$ cat src/sv/i2cdf_pkg.sv
// Shared types, symbol codes and framing constants for the two-wire display byte framer.
// Has no dependencies. The interfaces reference it and all modules import it.
package i2cdf_pkg;

	localparam int SYMBOL_W    = 2;
	localparam int BYTE_W      = 8;
	localparam int QUEUE_DEPTH = 2;

	// bus symbol codes
	typedef enum logic [SYMBOL_W-1:0] {
		SYM_START = 2'd0,
		SYM_BIT   = 2'd1,
		SYM_ACK   = 2'd2,
		SYM_STOP  = 2'd3
	} symbol_t;

	localparam logic [BYTE_W-1:0] ADDR_RESET = 8'h78;
	localparam logic [BYTE_W-1:0] CTRL_DATA  = 8'h40;
	localparam logic [BYTE_W-1:0] CTRL_CMD   = 8'h00;

	// one classified transaction, ready for the serialiser
	typedef struct packed {
		logic [BYTE_W-1:0] addr;
		logic [BYTE_W-1:0] ctrl;
		logic [BYTE_W-1:0] value;
	} entry_t;

	// handshake between two internal stages
	typedef struct packed {
		logic   valid;
		entry_t entry;
	} entry_req_t;

endpackage

$ cat src/sv/i2cdf_if.sv
// Valid/ready channel interfaces: input byte channel and bus symbol channel.
// Depends on i2cdf_pkg for field widths.
interface i2cdf_in_if;
	logic                        valid;
	logic                        ready;
	logic                        is_data;
	logic [i2cdf_pkg::BYTE_W-1:0] value;

	modport source (output valid, output is_data, output value, input ready);
	modport sink   (input valid, input is_data, input value, output ready);
endinterface

interface i2cdf_out_if;
	logic                          valid;
	logic                          ready;
	logic [i2cdf_pkg::SYMBOL_W-1:0] symbol;
	logic                          level;
	logic                          last;

	modport source (output valid, output symbol, output level, output last, input ready);
	modport sink   (input valid, input symbol, input level, input last, output ready);
endinterface

$ cat src/sv/i2c_display_byte_framer.sv
// Top level of the two-wire display byte framer: front stage, entry queue, serialiser.
// Depends on i2cdf_pkg, i2cdf_if, i2cdf_front, i2cdf_queue and i2cdf_back.
//
//   channel   dir   payload                 role
//   req       in    is_data, value          one byte per bus transaction
//   bus       out   symbol, level, last     29 bus symbols per transaction
//   cfg_*     in    cfg_wdata               device address byte, write only
//
// Each byte yields 29 symbols, one per cycle while the bus takes them, so the
// sustained byte rate is set by the serialiser's symbol counters. The first symbol
// passes the front stage register, a queue slot and the serialiser's state and output
// registers. Reset clears the queue and the serialiser and loads address 0x78.
// A stalled bus holds the serialiser; the front stage and queue keep taking bytes until the queue is full.
module i2c_display_byte_framer #(
	parameter int QUEUE_DEPTH = i2cdf_pkg::QUEUE_DEPTH
) (
	input  logic                          clk,
	input  logic                          arst_n,
	input  logic                          cfg_we,
	input  logic [i2cdf_pkg::BYTE_W-1:0]  cfg_wdata,
	i2cdf_in_if.sink                      req,
	i2cdf_out_if.source                   bus
);
	import i2cdf_pkg::*;

	entry_req_t push;
	logic       push_ready;
	entry_req_t pop;
	logic       pop_ready;

	// accept and classify
	i2cdf_front u_front (
		.clk        (clk),
		.arst_n     (arst_n),
		.cfg_we     (cfg_we),
		.cfg_wdata  (cfg_wdata),
		.req        (req),
		.push       (push),
		.push_ready (push_ready)
	);

	// decouple front and back
	i2cdf_queue #(
		.DEPTH (QUEUE_DEPTH)
	) u_queue (
		.clk        (clk),
		.arst_n     (arst_n),
		.push       (push),
		.push_ready (push_ready),
		.pop        (pop),
		.pop_ready  (pop_ready)
	);

	// serialise onto the bus
	i2cdf_back u_back (
		.clk       (clk),
		.arst_n    (arst_n),
		.pop       (pop),
		.pop_ready (pop_ready),
		.bus       (bus)
	);
endmodule

$ cat src/sv/i2cdf_front.sv
// Front stage: holds the device address register, accepts input bytes and builds entries.
// Depends on i2cdf_pkg and the input channel interface.
module i2cdf_front (
	input  logic                          clk,
	input  logic                          arst_n,
	input  logic                          cfg_we,
	input  logic [i2cdf_pkg::BYTE_W-1:0]  cfg_wdata,
	i2cdf_in_if.sink                      req,
	output i2cdf_pkg::entry_req_t         push,
	input  logic                          push_ready
);
	import i2cdf_pkg::*;

	logic [BYTE_W-1:0] addr_q;
	logic              valid_s1;
	entry_t            entry_s1;

	// accept when the stage is empty or its entry moves on this cycle
	assign req.ready = !valid_s1 || push_ready;

	// hold the device address
	always_ff @(posedge clk or negedge arst_n) begin
		if (!arst_n) begin
			addr_q <= ADDR_RESET;
		end else if (cfg_we) begin
			addr_q <= cfg_wdata;
		end
	end

	// stage valid
	always_ff @(posedge clk or negedge arst_n) begin
		if (!arst_n) begin
			valid_s1 <= 1'b0;
		end else if (req.ready) begin
			valid_s1 <= req.valid;
		end
	end

	// classify: pick the control byte and capture the address
	always_ff @(posedge clk) begin
		if (req.valid && req.ready) begin
			entry_s1.addr  <= addr_q;
			entry_s1.ctrl  <= req.is_data ? CTRL_DATA : CTRL_CMD;
			entry_s1.value <= req.value;
		end
	end

	assign push.valid = valid_s1;
	assign push.entry = entry_s1;
endmodule

$ cat src/sv/i2cdf_queue.sv
// Short FIFO of classified entries between the front stage and the serialiser.
// Depends on i2cdf_pkg.
module i2cdf_queue #(
	parameter int DEPTH = i2cdf_pkg::QUEUE_DEPTH
) (
	input  logic                  clk,
	input  logic                  arst_n,
	input  i2cdf_pkg::entry_req_t push,
	output logic                  push_ready,
	output i2cdf_pkg::entry_req_t pop,
	input  logic                  pop_ready
);
	import i2cdf_pkg::*;

	localparam int PTR_W = (DEPTH > 1) ? $clog2(DEPTH) : 1;
	localparam int CNT_W = $clog2(DEPTH + 1);
	localparam logic [PTR_W-1:0] LAST_PTR = PTR_W'(DEPTH - 1);
	localparam logic [CNT_W-1:0] FULL_CNT = CNT_W'(DEPTH);

	entry_t            slots_q [DEPTH];
	logic [PTR_W-1:0]  wr_ptr_q;
	logic [PTR_W-1:0]  rd_ptr_q;
	logic [CNT_W-1:0]  count_q;
	logic              do_push;
	logic              do_pop;

	assign push_ready = (count_q != FULL_CNT);
	assign pop.valid  = (count_q != '0);
	assign pop.entry  = slots_q[rd_ptr_q];
	assign do_push    = push.valid && push_ready;
	assign do_pop     = pop.valid && pop_ready;

	// store pushed entries
	always_ff @(posedge clk) begin
		if (do_push) begin
			slots_q[wr_ptr_q] <= push.entry;
		end
	end

	// advance pointers and fill count
	always_ff @(posedge clk or negedge arst_n) begin
		if (!arst_n) begin
			wr_ptr_q <= '0;
			rd_ptr_q <= '0;
			count_q  <= '0;
		end else begin
			if (do_push) begin
				wr_ptr_q <= (wr_ptr_q == LAST_PTR) ? '0 : wr_ptr_q + 1'b1;
			end
			if (do_pop) begin
				rd_ptr_q <= (rd_ptr_q == LAST_PTR) ? '0 : rd_ptr_q + 1'b1;
			end
			if (do_push && !do_pop) begin
				count_q <= count_q + 1'b1;
			end else if (do_pop && !do_push) begin
				count_q <= count_q - 1'b1;
			end
		end
	end
endmodule

$ cat src/sv/i2cdf_back.sv
// Back stage: serialises one entry into start, three bytes with acknowledge clocks, and stop.
// Depends on i2cdf_pkg and the symbol channel interface.
module i2cdf_back (
	input  logic                  clk,
	input  logic                  arst_n,
	input  i2cdf_pkg::entry_req_t pop,
	output logic                  pop_ready,
	i2cdf_out_if.source           bus
);
	import i2cdf_pkg::*;

	localparam int SHIFT_W = 3 * BYTE_W;

	typedef enum logic [1:0] {
		ST_IDLE,
		ST_START,
		ST_BYTES,
		ST_STOP
	} state_t;

	state_t               state_q;
	logic [SHIFT_W-1:0]   shift_q;
	logic [3:0]           bit_q;
	logic [1:0]           byte_q;
	logic                 last_bit_q;
	logic                 out_valid_q;
	symbol_t              symbol_q;
	logic                 level_q;
	logic                 last_q;
	logic                 advance;

	// output register frees when empty or taken
	assign advance   = !out_valid_q || bus.ready;
	assign pop_ready = (state_q == ST_IDLE) || (advance && (state_q == ST_STOP));

	assign bus.valid  = out_valid_q;
	assign bus.symbol = symbol_q;
	assign bus.level  = level_q;
	assign bus.last   = last_q;

	// sequence the symbols of one transaction
	always_ff @(posedge clk or negedge arst_n) begin
		if (!arst_n) begin
			state_q     <= ST_IDLE;
			out_valid_q <= 1'b0;
		end else begin
			case (state_q)
				ST_IDLE: begin
					if (advance) begin
						out_valid_q <= 1'b0;
					end
					if (pop.valid) begin
						shift_q <= {pop.entry.addr, pop.entry.ctrl, pop.entry.value};
						state_q <= ST_START;
					end
				end
				ST_START: begin
					if (advance) begin
						out_valid_q <= 1'b1;
						symbol_q    <= SYM_START;
						level_q     <= 1'b0;
						last_q      <= 1'b0;
						bit_q       <= '0;
						byte_q      <= '0;
						state_q     <= ST_BYTES;
					end
				end
				ST_BYTES: begin
					if (advance) begin
						out_valid_q <= 1'b1;
						last_q      <= 1'b0;
						if (bit_q == 4'd8) begin
							// acknowledge clock: data line stays at the last bit
							symbol_q <= SYM_ACK;
							level_q  <= last_bit_q;
							bit_q    <= '0;
							if (byte_q == 2'd2) begin
								state_q <= ST_STOP;
							end else begin
								byte_q <= byte_q + 1'b1;
							end
						end else begin
							symbol_q   <= SYM_BIT;
							level_q    <= shift_q[SHIFT_W-1];
							last_bit_q <= shift_q[SHIFT_W-1];
							shift_q    <= {shift_q[SHIFT_W-2:0], 1'b0};
							bit_q      <= bit_q + 1'b1;
						end
					end
				end
				ST_STOP: begin
					if (advance) begin
						out_valid_q <= 1'b1;
						symbol_q    <= SYM_STOP;
						level_q     <= 1'b0;
						last_q      <= 1'b1;
						// load the next entry alongside the stop
						if (pop.valid) begin
							shift_q <= {pop.entry.addr, pop.entry.ctrl, pop.entry.value};
							state_q <= ST_START;
						end else begin
							state_q <= ST_IDLE;
						end
					end
				end
				default: begin
					state_q <= ST_IDLE;
				end
			endcase
		end
	end
endmodule
$ cat src/flat_wrapper.sv
// flat-port wrapper written by rule: the top's interface ports become plain ports
module i2c_display_byte_framer_flat import i2cdf_pkg::*;
#(
	parameter int QUEUE_DEPTH = i2cdf_pkg::QUEUE_DEPTH
)
  (clk, arst_n, cfg_we, cfg_wdata, req_valid, req_is_data, req_value, req_ready, bus_valid, bus_symbol, bus_level, bus_last, bus_ready);
  i2cdf_in_if req_i ();
  i2cdf_out_if bus_i ();
  input  logic clk;
  input  logic arst_n;
  input  logic cfg_we;
  input  logic [i2cdf_pkg::BYTE_W-1:0] cfg_wdata;
  input wire logic [$bits(req_i.valid)-1:0] req_valid;
  input wire logic [$bits(req_i.is_data)-1:0] req_is_data;
  input wire logic [$bits(req_i.value)-1:0] req_value;
  output wire logic [$bits(req_i.ready)-1:0] req_ready;
  output wire logic [$bits(bus_i.valid)-1:0] bus_valid;
  output wire logic [$bits(bus_i.symbol)-1:0] bus_symbol;
  output wire logic [$bits(bus_i.level)-1:0] bus_level;
  output wire logic [$bits(bus_i.last)-1:0] bus_last;
  input wire logic [$bits(bus_i.ready)-1:0] bus_ready;
  assign req_i.valid = req_valid;
  assign req_i.is_data = req_is_data;
  assign req_i.value = req_value;
  assign req_ready = req_i.ready;
  assign bus_valid = bus_i.valid;
  assign bus_symbol = bus_i.symbol;
  assign bus_level = bus_i.level;
  assign bus_last = bus_i.last;
  assign bus_i.ready = bus_ready;
  i2c_display_byte_framer #(.QUEUE_DEPTH(QUEUE_DEPTH)) u_core (.clk(clk), .arst_n(arst_n), .cfg_we(cfg_we), .cfg_wdata(cfg_wdata), .req(req_i), .bus(bus_i));
endmodule
$ cat config.mk
export PLATFORM = sky130hd
export DESIGN_NAME = i2c_display_byte_framer_flat
export DESIGN_NICKNAME = d
export VERILOG_FILES = /design/src/sv/i2cdf_pkg.sv /design/src/sv/i2cdf_if.sv /design/src/sv/i2c_display_byte_framer.sv /design/src/sv/i2cdf_front.sv /design/src/sv/i2cdf_queue.sv /design/src/sv/i2cdf_back.sv /design/src/flat_wrapper.sv
export SDC_FILE = /design/constraint.sdc
export NUM_CORES = 1
export LEC_CHECK = 0
export BUFFER_PORTS_ARGS = -buffer_cell sky130_fd_sc_hd__buf_2
export CORE_UTILIZATION = 53
export DETAILED_ROUTE_END_ITERATION = 8
export HOLD_SLACK_MARGIN = 0.08
export PLACE_DENSITY = 0.84
export SYNTH_ARGS = -nofsm -noshare
export SYNTH_HDL_FRONTEND = slang
export SYNTH_SLANG_ARGS = --single-unit
$ cat constraint.sdc
create_clock -name clk -period 2.55 [get_ports clk]
set_clock_uncertainty 0.1 [all_clocks]
set_input_delay 0.1275 -clock clk [delete_from_list [all_inputs] [get_ports clk]]
set_output_delay 0.1275 -clock clk [all_outputs]
set_load 0.05 [all_outputs]
* Word-level counts from Yosys, hierarchy flattened
Memories as Yosys holds them, arrays and structs flattened.
Cells that the tools add are included.
** Storage, ports and cells
- Memory bits (writable) :: 48
- Logic and storage cells :: 115
- Bits of input ports :: 22
- Memories kept :: 1
- Output and inout port bits :: 6
- Register bits :: 75
** Memory list
- u_core.u_queue.slots_q :: words 2, width 24, rd ports 1, clocked after memory_dff 0, wr ports 1, RTL line i2cdf_queue.sv:20 : entry_t slots_q [DEPTH];
** Cells by class
- Equality and inequality tests :: 18
- Muxes and demuxes :: 40
- Reduce and logical (&&, ||, !) cells :: 33
- Add/subtract/negate cells :: 6
** Operator list (count)
- $mux 24 :: 4
- $pmux 24 s3 :: 1
- $mux 2 :: 15
- $ne 2x2->1 const B :: 9
- $mux 4 :: 3
- $reduce_and 4->1 :: 3
- $reduce_and 6->1 :: 2
- $reduce_and 5->1 :: 2
- $reduce_bool 2->1 :: 5
- $mux 1 :: 9
- $ne 2x1->1 const B :: 4
- $pmux 2 s4 :: 1
- $pmux 4 s2 :: 1
- $mux 7 :: 1
- $eq 2x2->1 const B :: 3
- $logic_and 1x1->1 :: 6
- $pmux 1 s2 :: 3
- $pmux 2 s3 :: 1
- $reduce_bool 3->1 :: 2
- $add 2x1->2 const B :: 2
- $add 4x1->4 const B :: 1
- $eq 4x4->1 const B :: 1
- $logic_not 1->1 :: 4
- $pmux 2 s2 :: 1
- 9 further kinds :: 13

* Longest topological paths before layout
- Depth after elaboration :: 8
- Mapped depth :: 8
- Depth with buffers taken out :: 8

* Hierarchy
A second synthesis with hierarchy kept.
** Unflattened totals
- Cells, all modules :: 268
- Area total of the unflattened synthesis :: 4808.4 µm²
** Modules (own cells, without submodules)
- i2cdf_queue :: cells each 93, times used 1, seq. area each 1541.5 µm², area an instance 2030.7 µm²
- i2cdf_back :: cells each 128, times used 1, seq. area each 1126.1 µm², area an instance 1823.0 µm²
- i2cdf_front :: cells each 47, times used 1, seq. area each 740.7 µm², area an instance 954.7 µm²

* Worst setup path before layout
No wires, ideal clock.
- Path kind :: reg2reg
- Start point :: register u_core.u_back.state_q[0]
- End point :: register u_core.u_back.shift_q[10] (enable)
- Stages on the path, launching flop included :: 8
- Period minus slack after synthesis :: 2386 ps
- Arrival time :: 1905 ps
- Path buffers :: 1
- Required time :: 2069 ps
- Path slack :: 164 ps
- Setup time :: 381 ps
- Path through :: dfrtp_1 -> inv_1 -> ha_1 -> buf_6 -> nor2_1 -> o21ai_1 -> a211oi_1 -> o21a_1
** On the way
- Cells in the longest elaborated chain, start to end :: 3
- Elaborated cells on any way between the ends :: 8
- Classes of those cells :: eq/ne (5); reduce/logical (3)
** Ends and longest elaborated chain
- start, declared :: RTL line i2cdf_back.sv:21 : state_t state_q;
- start signal, assigned :: RTL line i2cdf_back.sv:44 : state_q <= ST_IDLE;
- start signal, assigned :: RTL line i2cdf_back.sv:54 : state_q <= ST_START;
- start signal, assigned :: RTL line i2cdf_back.sv:65 : state_q <= ST_BYTES;
- $eq 2x2->1 / $logic_not 2->1 (equally long branches) :: RTL line i2cdf_back.sv:47 : case (state_q)
- $ne 2x2->1 (no source line) / $reduce_bool 3->1 (equally long branches)
- $reduce_and 5->1 (no source line) (*)
- end signal, assigned :: RTL line i2cdf_back.sv:53 : shift_q <= {pop.entry.addr, pop.entry.ctrl, pop.entry.value};
- end signal, assigned :: RTL line i2cdf_back.sv:86 : shift_q <= {shift_q[SHIFT_W-2:0], 1'b0};
- end signal, assigned :: RTL line i2cdf_back.sv:99 : shift_q <= {pop.entry.addr, pop.entry.ctrl, pop.entry.value};
- end, declared :: RTL line i2cdf_back.sv:22 : logic [SHIFT_W-1:0] shift_q;
Mark *: on every way between the ends. The rest lies on a longest branch, timed or not.
A chain may end at the register's enable or synchronous reset.

* Final worst setup path
- Start point :: register u_core.u_back.state_q[1]
- End point :: register u_core.u_back.shift_q[6] (enable)
Same word-level chain as after synthesis.

==> impl_metrics.toml <==
[worst_hold_path]
holdPathStages = 3
hold_path_class = "in2reg"
hold_end = "u_core.u_back.bus.valid"
hold_start = "bus_ready"

[place]
port_buffers = 27
place.gp.congestion = 0.814
dp_hpwl_mm = 3.86
placed_cells_incl_taps = 375

[global_route]
grt_pass1_vias = 2181
antenna_found_initial = 0
grt_first_pass_wirelength_mm = 10.1
grt_start_max_net_pins = 38
grt_overflow = 0
gr-usage-all-layers_pct = 17.9

[floorplan]
die_x_um = 89.4
core_um2 = 7330
dieArea_um2 = 7990
start_util_pct = 55.2
die_h_um = 89.4
io_pins = 28
rows = 31

[critical_path]
cp_slowest_cell = "dfrtp_1"
critPathCaptureType = "flop"
r2r_slack_ns = 0.33
r2r_cells = 6
worstReg2RegEnd = "u_core.u_back.shift_q[6]"
crit_chain = "ha_1 -> nor2_1 -> o21ai_1 -> a211oi_1 -> o21a_1 -> buf_4"
worst_path_largest_cell_delay_ns = 0.45
worst-path-max-fanout = 23
critPathKind = "reg2reg"
cp.arrival_ns = 2.16
start_kind = "flop"
required_ns = 2.50
r2r_start = "u_core.u_back.state_q[1]"

[sta]
final_hold_viol_count = 0
period_share_pct = 86.9
drv_slew = 0
setup_tns_ns = 0
rsz0062_at_grt = "no"
tightest_slew_ns = 0.783
fmax_ghz = 0.451
setup_violations = 0
min_period_ns = 2.22
slew_headroom_pct = 47.8

[cts]
clk_latency_ns = 0.37
cts_sinks = 102
postCtsHoldBufs = 27
cts_tree = "done"
post_cts_buffers = 0
path_clk_slew_ns = 0.10
cts_max_level = 3
cts-buffers-inserted = 9
ctsRootBufferMaster = "clkbuf_8"
cts_resized = 0
cts_buffer_depth = 2

[final_layout]
drive_gt1_share_pct = 21.9
fin_nets = 345
num_antenna_cells = 0
layout_commonest_cell = "edfxtp_1"
areaGrowthSynthToFinish_pct = 18.1
final_cell_mix = "86 x edfxtp_1, 27 x dlygate4sd3_1, 27 x buf_2"
final_cells = 418
finish.utilization_pct = 65.2

[routing]
via_count = 2122
drtIter0Drc = 138
vias_per_cell = 5.08
drc = 0
ant_nets = 0
wl_per_cell_um = 14.9
finalWirelength_mm = 6.23
drt-pass1-iter-count = 4

[power_and_ir_drop]
design_power_total_mw = 5.53
ir_drop_mv = 0.595
p_leak_nw = 1.84
power.density_nw_per_um2 = 1160

[yosys]
ys_warn_count = 0
synth_top_cell_by_area = "edfxtp_1"
synth_area_leaders = "edfxtp_1 64%, dfrtp_1 7.4%, mux2i_1 4.5%"
syn_area_per_cell_um2 = 16.1
synth_seq_area_share_pct = 73.9
synth_area_um2 = 4050
synth_cell_types = 36
synth_top_cell_area_share_pct = 63.8
synth_cells = 252
synth_seq_cells = 102
synth_nets = 283

[job]
maxCapViolCount = 0

[run_status]
status = "complete, no violations"
-- sequential cells by signal, summed over array words and instances, names as in the netlist, 2 cells and up --
name	count
u_core.u_back.byte_q	2
u_core.u_back.state_q	2
u_core.u_back.bus.symbol	2
u_core.u_front.addr_q	8
u_core.u_queue.slots_q	34
u_core.u_back.shift_q	24
u_core.u_back.bit_q	4
u_core.u_front.push	17
u_core.u_queue.count_q	2
-- where the power goes --
group	internal, mW	leakage [nW]	switching [mW]
sequential	2.57	0.996	0.214
clock	0.478	0.109	0.585
combinational	0.654	0.737	1.03
total	3.70	1.84	1.83
-- metal layers --
layer  part of all wire, %  wire length [um]  vias up  global-route usage [%]
met4                   1.5                93        0                    6.93
met2                    52              3220       45                    31.4
met5                     0                 0        -                       0
met3                   3.5               218       13                    4.80
li1                      -                 -     1045                       -
met1                    43              2700     1019                    21.0
-- cell type report --
| cell class | count | area [um^2] |
|---|---|---|
| repair buffers | 60 | 450 |
| clock inverters | 7 | 88.8 |
| flip-flops and latches | 102 | 2990 |
| multi-input cells | 135 | 980 |
| well taps | 99 | 124 |
| inverters | 6 | 22.5 |
| clock buffers | 9 | 124 |
| fillers | 492 | 2550 |
-- synthesized netlist by cell type, drive strengths merged --
cell type / number
mux2i: 18
nand3: 1
nand2: 22
nand3b: 2
a211oi: 4
nor2: 12
inv: 6
and2: 9
buf: 5
and3: 5
a21o: 2
nor3b: 1
edfxtp: 86
a21oi: 1
dfstp: 4
clkbuf: 4
dfrtp: 12
nor2b: 4
mux2: 10
nand2b: 5
xor2: 3
or2: 1
o21a: 1
nor3: 1
o21ai: 19
ha: 9
xnor2: 4
o211ai: 1
-- worst max path at each step --
stage / start / endpoint / cells past startpoint
6_report: u_core.u_back.state_q[1] / u_core.u_back.shift_q[6] / 6
4_1_cts: u_core.u_back.state_q[0] / u_core.u_back.shift_q[17] / 6
3_3_place_gp: u_core.u_back.state_q[0] / u_core.u_back.shift_q[5] / 6
3_5_place_dp: u_core.u_back.state_q[0] / u_core.u_back.shift_q[5] / 6
2_1_floorplan: u_core.u_back.state_q[0] / u_core.u_back.shift_q[10] / 7
5_1_grt: u_core.u_back.state_q[0] / u_core.u_back.shift_q[14] / 6
-- cell families after synthesis --
kind of cell               share of synthesized area, %
buffers and inverters                              1.92
and+or+nand+nor                                    8.29
xor gates and xnor gates                           1.52
AOI/OAI and AO/OA                                  4.30
adders and majority gates                          2.78
DFF                                                73.9
muxes                                              7.33
-- per-stage QoR --
stage | cell area (um^2) | setup slack [ns] | hold WS [ns]
after floorplan | 4050 | 0.164 | -0.268
after global placement | 4290 | 0.441 | 0.0569
after CTS | 4780 | 0.357 | 0.0989
after global routing | 4780 | 0.233 | 0.182
after detailed placement | 4290 | 0.377 | 0.0602
final | 4780 | 0.333 | 0.133
-- critical path: cells and delay by family (launching register included) --
family | cells | cell delay [ns]
DFF | 1 | 0.45
adders and majority gates | 1 | 0.32
AOI/OAI and AO/OA | 3 | 0.59
buffers and inverters | 1 | 0.29
and+or+nand+nor | 1 | 0.14
Power figures use the tool's default switching activity.
